### config.mk
export PLATFORM = sky130hd
export DESIGN_NAME = hfn_encode
export DESIGN_NICKNAME = d
export VERILOG_FILES = /design/src/rtl/hfn_pkg.sv /design/src/rtl/hfn_encode.sv
export SDC_FILE = /design/constraint.sdc
export NUM_CORES = 2
export LEC_CHECK = 0
export BUFFER_PORTS_ARGS = -buffer_cell sky130_fd_sc_hd__buf_4
export CORE_ASPECT_RATIO = 1.75
export CORE_MARGIN = 2
export CORE_UTILIZATION = 50
export DETAILED_ROUTE_END_ITERATION = 6
export PLACE_DENSITY = 0.67
export SLEW_MARGIN = 20
export SYNTH_ARGS = -nofsm -noshare
export SYNTH_HDL_FRONTEND = slang
export SYNTH_SLANG_ARGS = --single-unit
### constraint.sdc
create_clock -name clk_i -period 0.8 [get_ports clk_i]
set_input_delay 0.12 -clock clk_i [delete_from_list [all_inputs] [get_ports clk_i]]
set_output_delay 0.12 -clock clk_i [all_outputs]
set_load 0.02 [all_outputs]
### src/rtl/hfn_pkg.sv
// ----------------------------------------------------------------------------
// Heightfield normal map package
// Shared types and constants for the normal map pipeline.
// ----------------------------------------------------------------------------
`default_nettype none

package hfn_pkg;

  localparam int unsigned UNIT_BITS = 30;
  localparam int unsigned ROOT_BITS = 31;

  localparam logic [24:0] SQRT2_Q24     = 25'd23726566;
  localparam logic [29:0] INV_SQRT2_Q30 = 30'd759250125;
  localparam logic [15:0] OUT_SCALE     = 16'hFFFF;
  localparam logic signed [31:0] Q30_ONE = 32'sh4000_0000;

  localparam logic [1:0] CFG_GRID_WIDTH  = 2'd0;
  localparam logic [1:0] CFG_GRID_HEIGHT = 2'd1;
  localparam logic [1:0] CFG_FLAT_TERM   = 2'd2;

  localparam int unsigned WIN_CENTER     = 0;
  localparam int unsigned WIN_RIGHT      = 1;
  localparam int unsigned WIN_UP         = 2;
  localparam int unsigned WIN_LEFT       = 3;
  localparam int unsigned WIN_DOWN       = 4;
  localparam int unsigned WIN_DOWN_RIGHT = 5;
  localparam int unsigned WIN_UP_LEFT    = 6;
  localparam int unsigned WIN_DOWN_LEFT  = 7;
  localparam int unsigned WIN_UP_RIGHT   = 8;

  typedef struct packed {
    logic [15:0] grid_width;
    logic [15:0] grid_height;
    logic [15:0] flat_term;
  } cfg_t;

  typedef logic signed [31:0] unit_t;

endpackage

`default_nettype wire

### src/rtl/hfn_encode.sv
// ----------------------------------------------------------------------------
// Heightfield normal map output encoder
// Maps each Q30 unit component from [-1, 1] onto 0 to 65535, truncated.
// ----------------------------------------------------------------------------
`default_nettype none

module hfn_encode
  import hfn_pkg::*;
(
  input  logic             clk_i,
  input  logic             rst_ni,
  input  logic             valid_i,
  input  unit_t [2:0]      u_i,
  output logic             valid_o,
  output logic [2:0][15:0] code_o
);

  logic [2:0][31:0] t;
  logic [2:0][47:0] prod_d, prod_q;
  logic [2:0][15:0] code_d;
  logic             v1_q, v2_q;

  always_comb begin
    for (int c = 0; c < 3; c++) begin
      t[c]      = 32'(u_i[c] + Q30_ONE);
      prod_d[c] = 48'(t[c]) * 48'(OUT_SCALE);
      code_d[c] = prod_q[c][46:31];
    end
  end

  always_ff @(posedge clk_i or negedge rst_ni) begin
    if (!rst_ni) begin
      v1_q <= 1'b0;
      v2_q <= 1'b0;
    end else begin
      v1_q <= valid_i;
      v2_q <= v1_q;
    end
  end

  always_ff @(posedge clk_i) begin
    prod_q <= prod_d;
    code_o <= code_d;
  end

  assign valid_o = v2_q;

endmodule

`default_nettype wire

Yosys cells after proc, flatten, opt, wreduce, memory -nomap -nowiden. Cells that the tools add are included. W data, S select, Z words.

Multipliers: 3. Add/sub/neg operators: 3.

Operators with widths (number): $mul A32 B16 Y47 const B (3); $add A32 B32 Y32 const B (3).

Word-level logic and storage cells: 14. Input bits: 99. Register bits: 191. Output and inout port bits: 49.

Depth between registers and ports, before layout.
Word-level depth: 2. Gate-level depth with buffers: 23. Gate-level depth less buffers: 23.

Least setup slack after synthesis. Ideal clock, no wire load.

Path type: input to register. From: input port u_i[62] (netlist bit). To: register prod_q, in the netlist code_d[31]. Path buffers: 0. Path slack: -4.780 ns. Stages: 23. Library setup time: 0.121 ns. Data arrival time: 5.459 ns. Required time: 0.679 ns. Cells stage by stage: inv_1 ha_1 xor2_1 xnor2_1 fa_1 inv_1 fa_1 inv_1 fa_1 fa_1 inv_1 fa_1 inv_1 ha_1 nand2_2 o21ai_2 a211oi_2 a2111oi_4 nand3_2 and3_4 o41ai_4 a21oi_2 xnor2_1.

RTL lines: from (decl) (line hfn_encode.sv:13) `input unit_t [2:0] u_i,`; to (signal assigned) (line hfn_encode.sv:42) `prod_q <= prod_d;`; to (decl) (line hfn_encode.sv:19) `logic [2:0][47:0] prod_d, prod_q;`.

==> summary.md <==
| Metric | Value |
|---|---|
| CTS tree | `done` |
| Routed len/inst | `slightly below 20 um` |
| Setup TNS | `-231.65 ns` |
| Worst Setup Slack, final | `-4.911 ns` |
| Post-synthesis async set-or-reset flop share | `under 10%` |
| Core area | `approximately 0.056 mm^2` |
| GPL Wtd Cong | `0.9909` |
| Residual DRC | `0` |
| Synthesized area per cell | `around 11 um^2` |
| Total gr overflow | `0` |
| Largest family of logic cells by synthesized area | `adder cells` |
| Post-synthesis cell type count | `63` |
| Num CTS Buffers | `9` |
| Share of the yosys chip area belonging to registers | `about 6.9%` |
| CTS Buffer Depth | `2` |
| Syn Nets | `between 3,000 and 4,000` |
| Drt first pass iters | `5` |
| Adder-Cell Fraction of Synth Area | `68.59%` |
| # H-tree levels | `3` |
| Vias per cell | `between 4 and 5` |
| Synthesized area | `roughly 0.029 mm^2` |
| DR iter-0 viols | `572` |
| WP buf/inv | `8` |
| Slowest-stage cell, CP | `fa_1` |
| Crit path DAT | `5.99 ns` |
| Mux share of post-synthesis cell area | `less than 1%` |
| Place WS | `-5.401 ns` |
| Cells along the critical path | `buf_8 -> clkinvlp_4 -> fa_1 -> inv_2 -> fa_1 -> inv_2 -> fa_2 -> inv_2 -> fa_2 -> fa_1 -> inv_2 -> fa_2 -> inv_2 -> ha_4 -> nand4_1 -> nor4_4 -> o211ai_1 -> nor3_2 -> nor3_4 -> a21oi_2 -> buf_6 -> a21oi_2 -> a211oi_2 -> xnor2_1` |
| Core Rows | `approximately 120` |
| P&R area growth vs syn | `35.15%` |
| CTS root buffer | `clkbuf_16` |
| Chip width | `~180 um` |
| Final worst path period share | `713.8%` |
| CP Launch Point | `u_i[3]` |
| Nets | `around 4,800` |
| Fraction of layout cells with a size suffix above 1 | `between 30% and 40%` |
| Most common flop cell mapped by yosys | `dfxtp_1` |
| Most frequent cells after synthesis | `inv_1, fa_1, ha_1` |
| Worst setup EP type | `flop` |
| Final Hold Violating Endpoints | `0` |
| Worst path depth | `24` |
| Vias in the first global route | `approximately 26,000` |
| Ranking of synthesized cells by area | `fa_1, inv_1, ha_1, dfxtp_1, xnor2_1` |
| Post-Synth Simple-Gate Area | `between 2 and 3%` |
| Post-synthesis compound-gate area fraction | `roughly 5.3%` |
| Filler Cell Count | `4,312` |
| Initial Util | `about half` |
| Gr usage total | `between 30 and 40%` |
| Post-synthesis register bit count | `between 90 and 100` |
| DP Area | `0.03585 mm^2` |
| Largest net degree at the start of global routing | `20` |
| RSZ-0062 raised after global routing | `yes` |
| Worst skew pair latency | `slightly above 0.4 ns` |
| Post-Synthesis Cells | `about 2,700` |
| Port Buffers | `between 100 and 150` |
| Fin Clk Skew | `between 0.015 and 0.02 ns` |
| I/O pin total | `148` |
| Final Instance Area | `approximately 0.039 mm^2` |
| Initial antenna violation count | `3` |
| Failing checks | `negative setup slack` |
| YS warnings | `0` |
| DP HPWL | `between 70,000 and 80,000 um` |
| Synth top area share | `between 50% and 60%` |
| Max Clk Rate | `0.1751 GHz` |
| Startpoint types | `input pin` |
| Status | `complete, but fails checks` |
| Clock Sinks | `98` |
| CP delay by family, top | `adder cells` |
| R2R setup slack | `approximately 0.28 ns` |
| Maximum capacitance violations | `0` |
| Critical path class | `input pin to flop` |
| Critical path's most frequent cell | `inv_2` |
| Clock transition at the registers of the reported paths | `0.07 ns` |
| Synth Area in XOR/XNOR | `under 10%` |
| Final setup viols | `just under 100` |
| Chip height | `about 320 um` |
| Worst Tran Pin Value | `between 0.6 and 0.7 ns` |
| Reg-to-reg endpoint | `code_o[1]` |
| Global-route wire length before repair | `135,900 um` |
| Worst hold path type | `input pin to asynchronous set/reset pin` |
| Worst r2r src | `code_d[1]` |
| CP required | `around 1.1 ns` |
| Number of flops mapped to enable cells by yosys | `0` |
| Drt total wl | `84,840 um` |
| Leading area contributor after synthesis | `fa_1` |
| Worst path max stage delay | `0.62 ns` |
| Die area | `just under 0.06 mm^2` |
| DR vias | `~21,000` |
| CP endpoint | `code_d[15]` |
| Min cycle time layout | `~5.7 ns` |
| Max-slew violations | `0` |
| R2r worst-path depth | `0` |
| Most numerous cell in the Yosys netlist | `inv_1` |
| Relative slew slack | `between 50% and 60%` |
| Number of nets with antenna violations after routing | `0` |
| Crit-path max FO | `4` |
==> registers in the layout (all words and copies together), names as in the netlist <==
register / count
valid_o: 1
v1_q: 1
code_o: 48
code_d: 48
==> routing by layer <==
metal	up-vias	global-route usage, %	routed length (um)
li1	9625	-	-
met1	10890	28.61	25820
met2	550	58.08	47010
met3	370	4.337	2881
met4	4	26.35	9107
met5	-	0	23
==> layout make-up <==
cell class,count,area (um^2),area share (%)
clock buffers,9,225.2,0.5833
inverters,1070,4098,10.61
repair buffers,891,7171,18.57
flip-flops and latches,98,2032,5.263
clock inverters,7,72.57,0.1880
well taps,760,950.9,2.463
multi-input cells,1544,24060,62.31
diodes,1,2.502,0.006482
==> cells by family (layout without fill, tap and decap cells) <==
logic type                 after synthesis  in the layout
DFF                                     98             98
buffers and inverters                 1070           1977
and+or+nand+nor                        136            136
AOI/OAI and AO/OA                      225            225
xor gates and xnor gates                82             82
other                                    0              1
adders and majority gates             1098           1098
muxes                                    3              3
==> timing repair <==
item	4_1_cts	5_1_grt
endpoints found under the setup margin	97	97
pin swaps	101	114
endpoints found under the hold margin	3	0
hold buffers	2	0
buffers inserted	55	45
resized for setup	338	131
==> per-stage QoR <==
stage | instances | hold slack [ns] | utilization, %
3_3_place_gp | 4273 | -0.09804 | 63.56
3_5_place_dp | 4273 | -0.09690 | 63.56
2_1_floorplan | 2712 | -0.1756 | -
6_report | 4380 | 0.02861 | 68.45
5_1_grt | 4379 | 0.05538 | 68.45
4_1_cts | 4340 | 0.01017 | 67.02
==> placed cells by master (no fill, tap or decap), drive strengths merged, types with 8 or more instances in the layout <==
cell | synthesis | final
xnor2 | 51 | 51
nand4 | 16 | 16
xor2 | 31 | 31
nand3 | 18 | 18
nor3 | 15 | 15
a21o | 31 | 31
a211oi | 12 | 12
a21oi | 88 | 88
o21bai | 9 | 9
ha | 318 | 318
and3 | 8 | 8
nand2 | 26 | 26
nor2 | 26 | 26
o211ai | 8 | 8
o21ai | 32 | 32
clkinvlp | 0 | 22
clkbuf | 0 | 9
dfxtp | 96 | 96
fa | 780 | 780
inv | 1070 | 1052
buf | 0 | 889
o21a | 9 | 9
==> worst min-delay path by stage <==
stage,startpoint,to,slack (ns),cells past startpoint
floorplan,rst_ni,v1_q,-0.18,0
global placement,rst_ni,v1_q,-0.1,1
detailed placement,rst_ni,v1_q,-0.1,1
CTS,rst_ni,v1_q,0.01,2
global route,rst_ni,v1_q,0.06,2
finish,rst_ni,valid_o,0.03,2
Power is left out: the tool's default activity adds up to more than one toggle a clock period on the data nets, which glitch-free logic cannot reach.
