===== src/rtl/hfn_pkg.sv =====
// ----------------------------------------------------------------------------
// Heightfield normal map package
// Shared types and constants for the normal map pipeline.
// ----------------------------------------------------------------------------
`default_nettype none

package hfn_pkg;

  localparam int unsigned UNIT_BITS = 30;
  localparam int unsigned ROOT_BITS = 31;

  localparam logic [24:0] SQRT2_Q24     = 25'd23726566;
  localparam logic [29:0] INV_SQRT2_Q30 = 30'd759250125;
  localparam logic [15:0] OUT_SCALE     = 16'hFFFF;
  localparam logic signed [31:0] Q30_ONE = 32'sh4000_0000;

  localparam logic [1:0] CFG_GRID_WIDTH  = 2'd0;
  localparam logic [1:0] CFG_GRID_HEIGHT = 2'd1;
  localparam logic [1:0] CFG_FLAT_TERM   = 2'd2;

  localparam int unsigned WIN_CENTER     = 0;
  localparam int unsigned WIN_RIGHT      = 1;
  localparam int unsigned WIN_UP         = 2;
  localparam int unsigned WIN_LEFT       = 3;
  localparam int unsigned WIN_DOWN       = 4;
  localparam int unsigned WIN_DOWN_RIGHT = 5;
  localparam int unsigned WIN_UP_LEFT    = 6;
  localparam int unsigned WIN_DOWN_LEFT  = 7;
  localparam int unsigned WIN_UP_RIGHT   = 8;

  typedef struct packed {
    logic [15:0] grid_width;
    logic [15:0] grid_height;
    logic [15:0] flat_term;
  } cfg_t;

  typedef logic signed [31:0] unit_t;

endpackage

`default_nettype wire


===== src/rtl/hfn_blend.sv =====
// ----------------------------------------------------------------------------
// Heightfield normal map blend
// Adds the diagonal unit vector scaled by 1/sqrt(2) to the axis unit vector
// and hands the sum on in sign-magnitude form, three register stages.
// ----------------------------------------------------------------------------
`default_nettype none

module hfn_blend
  import hfn_pkg::*;
(
  input  logic                      clk_i,
  input  logic                      rst_ni,
  input  logic                      valid_i,
  input  unit_t [2:0]               axis_i,
  input  unit_t [2:0]               diag_i,
  output logic                      valid_o,
  output logic [2:0]                neg_o,
  output logic [2:0][ROOT_BITS-1:0] mag_o
);

  localparam int unsigned PROD_W = ROOT_BITS + UNIT_BITS;

  unit_t [2:0]              dabs;
  logic [2:0][PROD_W-1:0]   prod_d, prod_q;
  logic [2:0]               dneg_q;
  unit_t [2:0]              axis_q;
  unit_t [2:0]              scaled, sum_d, sum_q, sabs;
  logic [2:0]               neg_d;
  logic [2:0][ROOT_BITS-1:0] mag_d;
  logic                     v1_q, v2_q, v3_q;

  always_comb begin
    for (int c = 0; c < 3; c++) begin
      dabs[c]   = diag_i[c][31] ? -diag_i[c] : diag_i[c];
      prod_d[c] = PROD_W'(dabs[c][ROOT_BITS-1:0]) * PROD_W'(INV_SQRT2_Q30);
      scaled[c] = unit_t'({1'b0, prod_q[c][PROD_W-1:UNIT_BITS]});
      sum_d[c]  = dneg_q[c] ? axis_q[c] - scaled[c] : axis_q[c] + scaled[c];
      neg_d[c]  = sum_q[c][31];
      sabs[c]   = sum_q[c][31] ? -sum_q[c] : sum_q[c];
      mag_d[c]  = sabs[c][ROOT_BITS-1:0];
    end
  end

  always_ff @(posedge clk_i or negedge rst_ni) begin
    if (!rst_ni) begin
      v1_q <= 1'b0;
      v2_q <= 1'b0;
      v3_q <= 1'b0;
    end else begin
      v1_q <= valid_i;
      v2_q <= v1_q;
      v3_q <= v2_q;
    end
  end

  always_ff @(posedge clk_i) begin
    prod_q <= prod_d;
    for (int c = 0; c < 3; c++) begin
      dneg_q[c] <= diag_i[c][31];
    end
    axis_q <= axis_i;
    sum_q  <= sum_d;
    neg_o  <= neg_d;
    mag_o  <= mag_d;
  end

  assign valid_o = v3_q;

endmodule

`default_nettype wire


===== config.mk =====
export PLATFORM = sky130hd
export DESIGN_NAME = hfn_blend
export DESIGN_NICKNAME = d
export VERILOG_FILES = /design/src/rtl/hfn_pkg.sv /design/src/rtl/hfn_blend.sv
export SDC_FILE = /design/constraint.sdc
export NUM_CORES = 2
export LEC_CHECK = 0
export BUFFER_PORTS_ARGS = -buffer_cell sky130_fd_sc_hd__buf_2
export CORE_UTILIZATION = 35
export DETAILED_ROUTE_END_ITERATION = 8
export GPL_TIMING_DRIVEN = 0
export MAX_ROUTING_LAYER = met4
export PLACE_DENSITY = 0.56
export REMOVE_ABC_BUFFERS = 1
export SYNTH_ARGS = -nofsm -noshare
export SYNTH_HDL_FRONTEND = slang
export SYNTH_SLANG_ARGS = --single-unit

===== constraint.sdc =====
create_clock -name clk_i -period 10.2 [get_ports clk_i]
set_input_delay 0 -clock clk_i [delete_from_list [all_inputs] [get_ports clk_i]]
set_output_delay 0 -clock clk_i [all_outputs]
set_load 0.02 [all_outputs]

-- After elaboration in Yosys (flattened, before gate mapping)
Index checks and enable logic that the tools add are counted.
- multiply operators: 3
- $add $sub $neg: 12
- multiplexer cells: 9
- operators with widths (kind ; count):
    $mux 31 ; 6
    $neg 31->31 ; 6
    $mul 31x31->61 const B ; 3
    $add 32x32->32 ; 3
    $mux 32 ; 3
    $sub 32x32->32 ; 3
- output and inout bits: 97
- bits of input ports: 195
- register bits after elaboration: 477
- logic and storage cells: 41

-- Depth between registers and ports, before layout
- word-level depth: 3
- gate-level depth with buffers: 36
- gate-level depth less buffers: 35

-- Worst setup path after synthesis
No wires, ideal clock.
- path type: input to register
- start point: input port diag_i[64] (netlist name)
- end point: register prod_q[177] (netlist name)
- buffers on the path: 0
- setup time: 0.127 ns
- data required time: 10.073 ns
- stages on the path: 31
- data arrival time: 12.312 ns
- slack: -2.239 ns
- cell sequence: inv_1 ha_1 nor2b_1 nand4b_1 or3_1 or3_1 nand2b_1 o31ai_1 xnor2_1 inv_1 fa_1 xnor2_1 xnor2_1 ha_1 fa_1 fa_1 fa_1 fa_1 inv_1 fa_1 inv_1 ha_1 a21oi_1 o21ai_0 a211o_1 o221ai_1 a21oi_1 a21o_1 a21oi_1 o221ai_1 xor2_1
- RTL lines (element ; line ; source):
    start, declared ; hfn_blend.sv:15 ; input unit_t [2:0] diag_i,
    end signal, assigned ; hfn_blend.sv:57 ; prod_q <= prod_d;
    end, declared ; hfn_blend.sv:24 ; logic [2:0][PROD_W-1:0] prod_d, prod_q;

==> Flow_metrics.wiki <==
{| class="wikitable"
! Metric !! Value
|-
| Unrepaired setup endpoints after global routing || false
|-
| Total GRT Usage || 19.66%
|-
| Area share of the largest cell type after synthesis || between 30% and 40%
|-
| Buffers plus inverters on the worst setup path || 5
|-
| Cell type with the largest total area after synthesis || sky130_fd_sc_hd__fa_1
|-
| Count of endpoints failing hold in the final timing report || 0
|-
| Sink Count || 387
|-
| Start-to-end type of the worst setup path || in2reg
|-
| Most used standard cells in the synthesized netlist || sky130_fd_sc_hd__inv_1, sky130_fd_sc_hd__fa_1, sky130_fd_sc_hd__ha_1
|-
| DRT Pass-1 Iters || 5
|-
| Number of max-capacitance violations reported || 0
|-
| Via count of the first global-routing pass || about 50000
|-
| CTS buffer count || 47
|-
| Insertion delay to the later sink of the worst-skew pair || ~0.64 ns
|-
| Cells after DPL || 9573
|-
| Critical path endpoint category || flop
|-
| Register Area || approximately 7800 sq um
|-
| Half-perimeter wire length of the detailed placement result || around 160000 microns
|-
| CTS tree || built
|-
| Worst Setup Slack post-DPL || -0.7065 ns
|-
| Max-slew violation count || 0
|-
| Core Box Area || 190400 sq um
|-
| Clock buffer depth || 3
|-
| Final worst setup slack || around 0.37 ns
|-
| Count of flip-flops with a built-in enable after synthesis || 0
|-
| Vias per inst || roughly 4.8
|-
| Period minus WS final || 9.832 ns
|-
| Post-route clock period utilization || 96.40%
|-
| Netlist area before placement || 67100 sq um
|-
| Number of warnings printed during yosys synthesis || 0
|-
| Worst slew pin tran || roughly 1.3 ns
|-
| Worst slew margin relative to its limit || 11.45%
|-
| Maximum clock frequency || 0.1017 GHz
|-
| Hold path start || axis_i[75]
|-
| Initial antenna violation count || 14
|-
| First-pass GRT wire length || between 200000 and 300000 microns
|-
| Most Frequent Cell on Critical Path || sky130_fd_sc_hd__fa_1
|-
| Syn_area_per_cell || between 9 and 10 sq um
|-
| Reg-to-Reg End || neg_d[0]
|-
| Kind of cell adding the most delay to the critical path || adder cells
|-
| Wire length per cell after detailed routing || 18.69 microns
|-
| Async set or reset register ratio after synthesis || less than 1%
|-
| Synth Instances || around 6800
|-
| Leading post-synthesis cells by cell area || sky130_fd_sc_hd__fa_1, sky130_fd_sc_hd__ha_1, sky130_fd_sc_hd__dfxtp_1, sky130_fd_sc_hd__inv_1, sky130_fd_sc_hd__xnor2_1
|-
| Setup violators final || 0
|-
| Number of violations reported at the end of detailed-routing iteration 0 || about 2500
|-
| Number of distinct library cells after synthesis || 86
|-
| Total of flip-flops plus latches after synthesis || 387
|-
| R2R depth || 16
|-
| Part of the Yosys area used for sequential elements || between 10 and 15%
|-
| Clock H-tree levels || 2
|-
| Critical path's largest stage delay || about 0.80 ns
|-
| Sum Neg Setup Slack || 0 ns
|-
| Path category of the worst min-delay check || in2reg
|-
| Data arrival time of the worst path || roughly 10 ns
|-
| Launch instance of the worst register-to-register path || prod_q[35]
|-
| Clock Skews || ~0.027 ns
|-
| Area delta synth->final || 12.86%
|-
| Clock edge transition at the registers on the reported setup and hold paths || about 0.060 ns
|-
| Cell count of the worst hold path || 2
|-
| Number of rows in the core area || 160
|-
| Number of nets in the finished design || 9754
|-
| Starting density of the core || a little over a third
|-
| Number of remaining DRC errors || 0
|-
| Count of boundary I/O pins || 292
|-
| WL final || 183800 microns
|-
| Crit path launch type || primary input
|-
| Count leader, synth || sky130_fd_sc_hd__inv_1
|-
| Routed vias || 47160
|-
| Root buf cell || sky130_fd_sc_hd__clkbuf_16
|-
| Required time of the critical path || 10.75 ns
|-
| Final core utilization || between 30% and 40%
|-
| Hold worst-path end || axis_q[75]
|-
| Full die area || 193500 sq um
|-
| Residual antenna-violating net count after detailed routing || 0
|-
| Die Ht || 439.8 microns
|-
| Routability cong. || 0.9623
|-
| Proportion of layout cells with a drive suffix above 1 || 6.904%
|-
| Number of filler cells placed in the layout || 18780
|-
| Top FF cell, synth || sky130_fd_sc_hd__dfxtp_1
|-
| Area taken by multi-input logic gates || ~53000 sq um
|-
| Residual overflow from global routing || 0
|-
| Number of standard cells in the layout, taps in and fillers out || 9831
|-
| Number of buffers added on ports || 291
|-
| Largest net degree at the start of global routing || 70
|-
| Crit Path Max Fanout || 11
|-
| Reg2reg setup slack || approximately 4.6 ns
|-
| Outcome || complete, no violations
|-
| Slowest cell on the critical path || sky130_fd_sc_hd__clkinv_1
|-
| DIE WIDTH || 439.8 microns
|}
## worst max-delay path by stage
stage / start / end / slack, ns / depth (start not counted)
after floorplan: diag_i[64] / prod_q[177] / -2.21 / 31
after global placement: diag_i[64] / prod_q[182] / -6.18 / 33
after detailed placement: diag_i[0] / prod_q[57] / -0.71 / 34
after CTS: diag_i[40] / prod_q[118] / 0.06 / 29
after global routing: diag_i[36] / prod_q[121] / 0.002 / 28
final: diag_i[40] / prod_q[118] / 0.37 / 28
## layer usage
metal,GRT usage (%),share of wire [%],vias to the layer above,wire [microns]
met1,25.76,45,23570,82750
met2,32.47,48,965,88280
met5,-,0,-,0
met4,4.867,2.5,0,4667
met3,2.007,4.4,198,8083
li1,-,-,22420,-
## cells by family after synthesis
group,share of synthesized area (%)
buffers and inverters,9.889
DFF,11.57
other,0.005589
xor gates and xnor gates,7.893
muxes,0.1212
and+or+nand+nor,6.251
adders and majority gates,55.84
AOI/OAI and AO/OA,8.430
## flip-flops by register name, summed over array words and instances, names as in the netlist
signal   flops
prod_q      93
neg_d        3
mag_o       93
neg_o        3
valid_o      1
sum_q       93
v1_q         1
v2_q         1
axis_q      96
dneg_q       3
## placed cells by master, fill, tap and decap left out, types with 14 or more instances in the layout
cell,n
sky130_fd_sc_hd__inv_1,1709
sky130_fd_sc_hd__fa_1,1186
sky130_fd_sc_hd__ha_1,1097
sky130_fd_sc_hd__xnor2_1,444
sky130_fd_sc_hd__dfxtp_1,383
sky130_fd_sc_hd__a21oi_1,321
sky130_fd_sc_hd__buf_2,291
sky130_fd_sc_hd__nor2_1,240
sky130_fd_sc_hd__nand2_1,186
sky130_fd_sc_hd__o21ai_0,169
sky130_fd_sc_hd__dlygate4sd3_1,159
sky130_fd_sc_hd__a21o_1,124
sky130_fd_sc_hd__xor2_1,107
sky130_fd_sc_hd__nor3_1,72
sky130_fd_sc_hd__nand3_1,54
sky130_fd_sc_hd__o31ai_1,50
sky130_fd_sc_hd__clkbuf_16,48
sky130_fd_sc_hd__nand2b_1,38
sky130_fd_sc_hd__or3_1,36
sky130_fd_sc_hd__nor2b_1,34
sky130_fd_sc_hd__nand4_1,33
sky130_fd_sc_hd__a31oi_1,30
sky130_fd_sc_hd__o21a_1,29
sky130_fd_sc_hd__xnor2_2,28
sky130_fd_sc_hd__nor4_1,27
sky130_fd_sc_hd__or4_1,26
sky130_fd_sc_hd__o41ai_1,24
sky130_fd_sc_hd__and3_1,23
sky130_fd_sc_hd__o21bai_1,20
sky130_fd_sc_hd__buf_8,19
sky130_fd_sc_hd__and2_1,17
sky130_fd_sc_hd__or2_2,17
sky130_fd_sc_hd__xor2_2,16
sky130_fd_sc_hd__o211ai_1,15
sky130_fd_sc_hd__a211oi_1,14
## per-stage QoR
step | area (sq um) | hold slack [ns]
3_5_place_dp | 72150 | -0.2015
2_1_floorplan | 66940 | -0.2956
4_1_cts | 75550 | 0.001093
6_report | 75730 | 0.03222
5_1_grt | 75730 | 0.01110
3_3_place_gp | 71540 | -0.2080
## repair_timing
| item | in CTS | in global routing |
|---|---|---|
| pin swaps | 0 | 2 |
| hold buffers | 159 | 0 |
| setup buffers | 0 | 5 |
| gates resized for setup | 1 | 16 |
| setup endpoints to repair | 1 | 29 |
| endpoints found under the hold margin | 103 | 0 |
## final cells by class
cell class,instances,area share (%)
Clock inverter,32,0.6807
Antenna cell,5,0.01652
Timing Repair Buffer,483,4.623
Multi-Input combinational cell,4633,70.01
Inverter,1724,8.563
Tap cell,2511,4.149
Clock buffer,56,1.705
Sequential cell,387,10.25
Power is left out: the tool's default activity adds up to more than one toggle a clock period on the data nets, which glitch-free logic cannot reach.
