`src/rtl/hfn_pkg.sv`:
```
// ----------------------------------------------------------------------------
// Heightfield normal map package
// Shared types and constants for the normal map pipeline.
// ----------------------------------------------------------------------------
`default_nettype none

package hfn_pkg;

  localparam int unsigned UNIT_BITS = 30;
  localparam int unsigned ROOT_BITS = 31;

  localparam logic [24:0] SQRT2_Q24     = 25'd23726566;
  localparam logic [29:0] INV_SQRT2_Q30 = 30'd759250125;
  localparam logic [15:0] OUT_SCALE     = 16'hFFFF;
  localparam logic signed [31:0] Q30_ONE = 32'sh4000_0000;

  localparam logic [1:0] CFG_GRID_WIDTH  = 2'd0;
  localparam logic [1:0] CFG_GRID_HEIGHT = 2'd1;
  localparam logic [1:0] CFG_FLAT_TERM   = 2'd2;

  localparam int unsigned WIN_CENTER     = 0;
  localparam int unsigned WIN_RIGHT      = 1;
  localparam int unsigned WIN_UP         = 2;
  localparam int unsigned WIN_LEFT       = 3;
  localparam int unsigned WIN_DOWN       = 4;
  localparam int unsigned WIN_DOWN_RIGHT = 5;
  localparam int unsigned WIN_UP_LEFT    = 6;
  localparam int unsigned WIN_DOWN_LEFT  = 7;
  localparam int unsigned WIN_UP_RIGHT   = 8;

  typedef struct packed {
    logic [15:0] grid_width;
    logic [15:0] grid_height;
    logic [15:0] flat_term;
  } cfg_t;

  typedef logic signed [31:0] unit_t;

endpackage

`default_nettype wire

```
`src/rtl/hfn_front.sv`:
```
// ----------------------------------------------------------------------------
// Heightfield normal map front end
// Edge substitution of the neighbor heights and the raw axis and diagonal
// vectors, two register stages.
// ----------------------------------------------------------------------------
`default_nettype none

module hfn_front
  import hfn_pkg::*;
#(
  parameter int unsigned HEIGHT_BITS = 16,
  parameter int unsigned MAG_W       = 48
) (
  input  logic                        clk_i,
  input  logic                        rst_ni,
  input  logic                        valid_i,
  input  cfg_t                        cfg_i,
  input  logic [15:0]                 col_i,
  input  logic [15:0]                 row_i,
  input  logic [8:0][15:0]            win_i,
  output logic                        valid_o,
  output logic [2:0]                  axis_neg_o,
  output logic [2:0][MAG_W-1:0]       axis_mag_o,
  output logic [2:0]                  diag_neg_o,
  output logic [2:0][MAG_W-1:0]       diag_mag_o
);

  localparam int unsigned HW = (HEIGHT_BITS < 16) ? HEIGHT_BITS : 16;

  function automatic logic [HW:0] sdiff(input logic [HW-1:0] p, input logic [HW-1:0] q);
    logic [HW:0] r;
    if (p >= q) begin
      r = {1'b0, p - q};
    end else begin
      r = {1'b1, q - p};
    end
    return r;
  endfunction

  logic          ok_r, ok_d, ok_l, ok_u;
  logic [HW-1:0] ctr;
  logic [HW-1:0] a_d, b_d, c_d, d_d, x_d, y_d, z_d, w_d;
  logic          v1_q;
  logic [HW-1:0] a_q, b_q, c_q, d_q, x_q, y_q, z_q, w_q;
  logic [15:0]   flat_q;

  always_comb begin
    ok_r = ({1'b0, col_i} + 17'd1) < {1'b0, cfg_i.grid_width};
    ok_d = ({1'b0, row_i} + 17'd1) < {1'b0, cfg_i.grid_height};
    ok_l = |col_i[15:1];
    ok_u = |row_i[15:1];
    ctr  = win_i[WIN_CENTER][HW-1:0];
    a_d  = ok_r ? win_i[WIN_RIGHT][HW-1:0] : ctr;
    b_d  = ok_u ? win_i[WIN_UP][HW-1:0] : ctr;
    c_d  = ok_l ? win_i[WIN_LEFT][HW-1:0] : ctr;
    d_d  = ok_d ? win_i[WIN_DOWN][HW-1:0] : ctr;
    x_d  = (ok_r && ok_d) ? win_i[WIN_DOWN_RIGHT][HW-1:0] : ctr;
    y_d  = (ok_l && ok_u) ? win_i[WIN_UP_LEFT][HW-1:0] : ctr;
    z_d  = (ok_l && ok_d) ? win_i[WIN_DOWN_LEFT][HW-1:0] : ctr;
    w_d  = (ok_r && ok_u) ? win_i[WIN_UP_RIGHT][HW-1:0] : ctr;
  end

  always_ff @(posedge clk_i or negedge rst_ni) begin
    if (!rst_ni) begin
      v1_q <= 1'b0;
    end else begin
      v1_q <= valid_i && !row_i[0] && !col_i[0];
    end
  end

  always_ff @(posedge clk_i) begin
    a_q    <= a_d;
    b_q    <= b_d;
    c_q    <= c_d;
    d_q    <= d_d;
    x_q    <= x_d;
    y_q    <= y_d;
    z_q    <= z_d;
    w_q    <= w_d;
    flat_q <= cfg_i.flat_term;
  end

  logic [HW:0]             dax, day, ddx, ddy;
  logic [40:0]             zdiag;
  logic [2:0]              axis_neg_d, diag_neg_d;
  logic [2:0][MAG_W-1:0]   axis_mag_d, diag_mag_d;
  logic                    v2_q;

  always_comb begin
    dax   = sdiff(c_q, a_q);
    day   = sdiff(b_q, d_q);
    ddx   = sdiff(z_q, w_q);
    ddy   = sdiff(y_q, x_q);
    zdiag = 41'(flat_q) * 41'(SQRT2_Q24);
    axis_neg_d    = {1'b0, day[HW], dax[HW]};
    diag_neg_d    = {1'b0, ddy[HW], ddx[HW]};
    axis_mag_d[0] = MAG_W'({dax[HW-1:0], 32'b0});
    axis_mag_d[1] = MAG_W'({day[HW-1:0], 32'b0});
    axis_mag_d[2] = MAG_W'({flat_q, 24'b0});
    diag_mag_d[0] = MAG_W'({ddx[HW-1:0], 32'b0});
    diag_mag_d[1] = MAG_W'({ddy[HW-1:0], 32'b0});
    diag_mag_d[2] = MAG_W'(zdiag);
  end

  always_ff @(posedge clk_i or negedge rst_ni) begin
    if (!rst_ni) begin
      v2_q <= 1'b0;
    end else begin
      v2_q <= v1_q;
    end
  end

  always_ff @(posedge clk_i) begin
    axis_neg_o <= axis_neg_d;
    axis_mag_o <= axis_mag_d;
    diag_neg_o <= diag_neg_d;
    diag_mag_o <= diag_mag_d;
  end

  assign valid_o = v2_q;

endmodule

`default_nettype wire

```
`config.mk`:
```
export PLATFORM = sky130hd
export DESIGN_NAME = hfn_front
export DESIGN_NICKNAME = d
export VERILOG_FILES = /design/src/rtl/hfn_pkg.sv /design/src/rtl/hfn_front.sv
export SDC_FILE = /design/constraint.sdc
export NUM_CORES = 1
export LEC_CHECK = 0
export ABC_AREA = 0
export CAP_MARGIN = 15
export CORE_MARGIN = 2
export CORE_UTILIZATION = 25
export CTS_BUF_LIST = sky130_fd_sc_hd__clkbuf_16
export DETAILED_ROUTE_END_ITERATION = 10
export DONT_BUFFER_PORTS = 1
export GPL_ROUTABILITY_DRIVEN = 1
export SYNTH_ARGS = -nofsm -noshare
export SYNTH_HDL_FRONTEND = slang
export SYNTH_SLANG_ARGS = --single-unit
```
`constraint.sdc`:
```
create_clock -name clk_i -period 6.6 [get_ports clk_i]
set_clock_uncertainty 0.15 [all_clocks]
set_input_delay 0.99 -clock clk_i [delete_from_list [all_inputs] [get_ports clk_i]]
set_output_delay 0.99 -clock clk_i [all_outputs]
set_load 0.01 [all_outputs]
```
# Word level (Yosys, flattened, before mapping)
# Cells that the tools add are included.
# word_totals
regBits	270
in_bits	227
out_inout_bits	295
elab_cells	58
# classes
addsub	10
multipliers	1
order_cmp	6
mux	12
n_reduce_logical	10
# op_table
op	n
two-way mux 16 bit	8
subtractor 16 bit	8
two-way mux 17 bit	4
greater-or-equal comparator 16 bit	4
multiplier 16 x 24 -> 40 bit, second input constant	1
adder 16 x 1 -> 17 bit, second input constant	2
< comparator 17 x 16 -> 1 bit	2
OR reduction 15 bit	2
logical AND 1 bit	6
zero test 1 bit	2

# Logic depth before layout (Yosys ltp)
# logic_depth
ltp_word	4
depth_mapped	22
mapped_depth_nobuf	21

# Least setup slack after synthesis
# No wires, ideal clock.
# synth_timing
path_type	reg2reg
start	register flat_q[4]
end	register diag_mag_o[135] (netlist name)
setup_time_ns	0.072
t_arrival_ns	5.408
required_ns	6.378
slack_ns	0.969
stages_incl_launch_ff	20
n_path_buf	0
period_less_slack_ns	5.631
path_cell_list	dfxtp_1 -> fa_1 -> fa_1 -> fa_1 -> inv_1 -> fa_1 -> inv_1 -> fa_1 -> inv_1 -> fa_1 -> inv_1 -> ha_1 -> nand2_1 -> nor2_1 -> o41ai_1 -> a21oi_1 -> nor2_1 -> o22ai_1 -> o41ai_1 -> xnor2_1
# synth_between
elab_chain_len	1
# synth_lines
element	line	rtl
start: declaration	hfn_front.sv:45	logic [15:0] flat_q;
start signal: assignment	hfn_front.sv:80	flat_q <= cfg_i.flat_term;
multiplier 16 x 24 -> 40 bit	hfn_front.sv:94	zdiag = 41'(flat_q) * 41'(SQRT2_Q24);
named net zdiag[39]	hfn_front.sv:84	logic [40:0] zdiag;
end signal: assignment	hfn_front.sv:117	diag_mag_o <= diag_mag_d;
end: declaration	hfn_front.sv:25	output logic [2:0][MAG_W-1:0] diag_mag_o
# The timed path passes the listed nets, and every way through them passes these cells.

# Final worst setup path
# layout_timing
start	register flat_q[6]
end	register diag_mag_o[135] (netlist name)
# Same word-level chain as after synthesis.

==> impl_metrics.toml <==
[final_layout]
regMostFlops = "diag_mag_o"
nets = 3046
largest_reg_flops = 71
reg.largest.list = "diag_mag_o x71, axis_mag_o x48"
layout_common_cells = "inv_1, ha_1, dfxtp_1, conb_1, a21oi_1"
final_common_cell = "inv_1"
utilization_pct = 27.4
syn_to_final_growth_pct = 8.47
drive_gt1_share_pct = 8.56

[cts]
cts.clk_slew.worst_paths_ps = 60
clock_sinks = 269
tritoncts = "done"
clk_latency_ps = 580
cts_root_buffer = "clkbuf_16"
cts_buffers = 37
clock_path_buffers = 3
htreeDepth = 2

[worst_setup_path]
start_kind = "flip-flop"
ff2ff_setup_slack_ps = 430
cp_top_family = "adder cells"
critical_path.most_common_cell = "fa_1"
crit_type = "reg2reg"
path_buf_inv = 4
cp.arrival_ps = 6500
max_stage_delay_ps = 530
rr_endpoint = "diag_mag_o[135]$_DFF_P_"
r2r-start = "flat_q[6]$_DFF_P_"
cp_max_fo = 7
crit_slowest_cell = "fa_1"
crit_chain = "fa_1, fa_1, fa_1, inv_1, fa_1, inv_1, fa_1, inv_1, fa_1, inv_1, ha_1, nand2_1, nor2_1, o41ai_1, a21oi_1, nor2_1, o22ai_1, o41ai_1, xnor2_1"
endpoint_kind = "flip-flop"
required_ps = 6930
r2r_cells = 19

[outcome]
status = "finished, final reports clean"

[detailed_routing]
final_antenna_net_count = 0
drt-pass1-iter-count = 5
num_vias = 15900
route.detailed.drc = 0
dr.first_iter.drc_count = 941
routed_wl_mm = 68.2
viasPerCell = 4.44
detail_route.wl_per_cell_um = 19.1

[global_routing]
grt_max_degree = 27
antenna_found_initial = 30
overflow = 0
first_global_vias = 15800
track_usage_pct = 14.4
grt_pass1_wl_mm = 98.1

[placement]
port_buffers = 0
place.gp.congestion = 0.961
place_ws_ps = 422
hpwl_mm = 56.5

[run]
maxCapViolCount = 0

[hold_path]
hp-start = "v1_q$_DFF_PN0_"
worstHoldPathCells = 0
min_to = "valid_o$_DFF_PN0_"
hold_path_class = "reg2reg"

[timing]
worst_slew_pin_slew_ps = 1170
rsz0062_at_grt = "false"
tns_ps = 0
relSlewSlack_pct = 22.2
hold_viol = 0
worst_slack_ps = 431
period_share_pct = 93.5
min_period_ps = 6170
fmax_mhz = 162
setup_viol = 0
drv_slew = 0

[floorplan]
row_count = 109
core_region_area_mm2 = 0.0884
initial_utilization_pct = 25.3
ios = 522
die_area_mm2 = 0.0917
die_h_um = 303
die_w_um = 303

[yosys]
synthCells = 2383
synth_top_flop_cell = "dfxtp_1"
postSynth.asyncResetShare_pct = 0.743
yosysUniqueCellTypes = 78
postSynthAreaPerCell_um2 = 9.37
yosysWarnings = 0
postSynthRegisterBits = 269
syn_area_mm2 = 0.0223
seq_area_frac_synth_pct = 24.2
synth_edf_count = 0

[power]
p_leak_nw = 11.9
power_mw = 10.3
ir_drop_mv = 0.353
power.density_mw_per_mm2 = 424
-- report_power, final --
| group | switching [mW] | internal (mW) |
|---|---|---|
| registers | 0.456 | 2.10 |
| clock network | 0.865 | 1.19 |
| logic | 3.39 | 2.26 |
| total | 4.71 | 5.55 |
-- area by class of cell --
| cell class | count | area [µm²] |
|---|---|---|
| antenna | 16 | 40.0 |
| clock buffer | 38 | 951 |
| clock inverter | 30 | 287 |
| fill | 9378 | 64200 |
| inverter | 360 | 1350 |
| multi-input combinational | 1685 | 14600 |
| sequential | 269 | 5400 |
| tap | 1165 | 1460 |
| timing repair buffer | 13 | 100 |
-- worst max-delay path by stage --
| stage | start | endpoint | slack (ps) | cells after the start |
|---|---|---|---|---|
| 6_report | flat_q[6]$_DFF_P_ | diag_mag_o[135]$_DFF_P_ | 430 | 19 |
| 5_1_grt | flat_q[6]$_DFF_P_ | diag_mag_o[135]$_DFF_P_ | 40 | 19 |
| 4_1_cts | flat_q[5]$_DFF_P_ | diag_mag_o[135]$_DFF_P_ | 390 | 19 |
| 3_5_place_dp | flat_q[5]$_DFF_P_ | diag_mag_o[135]$_DFF_P_ | 420 | 19 |
| 3_3_place_gp | flat_q[5]$_DFF_P_ | diag_mag_o[135]$_DFF_P_ | 540 | 19 |
| 2_1_floorplan | flat_q[4]$_DFF_P_ | diag_mag_o[135]$_DFF_P_ | 970 | 19 |
-- logic make-up after synthesis --
kind of cell,count (synthesis),share of synthesized area (%)
AO/OA/AOI/OAI,432,12.8
adder cells (fa/ha/maj),453,29.2
XOR/XNOR,122,4.79
multiplexers,162,7.99
flip-flops,269,24.2
other,1,0.0168
AND/OR/NAND/NOR,346,7.82
buffers and inverters,598,13.2
-- stage by stage --
| step | instance area (µm²) | std cells | hold slack [ps] |
|---|---|---|---|
| 2_1_floorplan | 23000 | 2552 | 181 |
| 3_3_place_gp | 22900 | 3491 | 186 |
| 3_5_place_dp | 22900 | 3491 | 196 |
| 4_1_cts | 24200 | 3560 | 211 |
| 5_1_grt | 24200 | 3574 | 214 |
| 6_report | 24200 | 3576 | 207 |
-- metal layers --
metal / vias to the layer above / global-route usage [%] / wire (µm) / share of wire, %
met4: 24 / 4.56 / 1630 / 2.4
met1: 7538 / 16.6 / 27500 / 40
met2: 518 / 24.2 / 32300 / 47
li1: 7692 / - / - / -
met3: 111 / 5.79 / 6640 / 9.7
met5: - / 0.621 / 171 / 0.25
-- timing repair --
| action | in CTS | in global routing |
|---|---|---|
| hold buffers | 1 | 0 |
| gates resized for setup | 0 | 1 |
| endpoints found under the setup margin | 0 | 1 |
| endpoints found under the hold margin | 2 | 0 |
| setup buffers | 0 | 0 |
-- cells in the mapped netlist (all sizes together), types with 7 or more instances --
library cell	n	area (µm²)
a221oi	11	96.3
mux2	130	1460
a21o	74	557
o21bai	20	150
nor2	73	274
clkbuf	43	161
inv	360	1350
nand3	43	215
nand2b	13	81.3
fa	113	2260
mux2i	32	320
nor3	31	160
o41ai	7	87.6
nor4	9	56.3
a31oi	22	138
nand2	79	307
buf	195	1430
dfxtp	267	5350
a21oi	130	651
nand4	23	144
ha	340	4250
xnor2	67	587
o21ai	73	369
a21boi	7	52.6
a211oi	12	95.1
and2	11	71.3
xor2	55	482
and3	11	68.8
nor2b	27	169
Power figures use the tool's default switching activity.
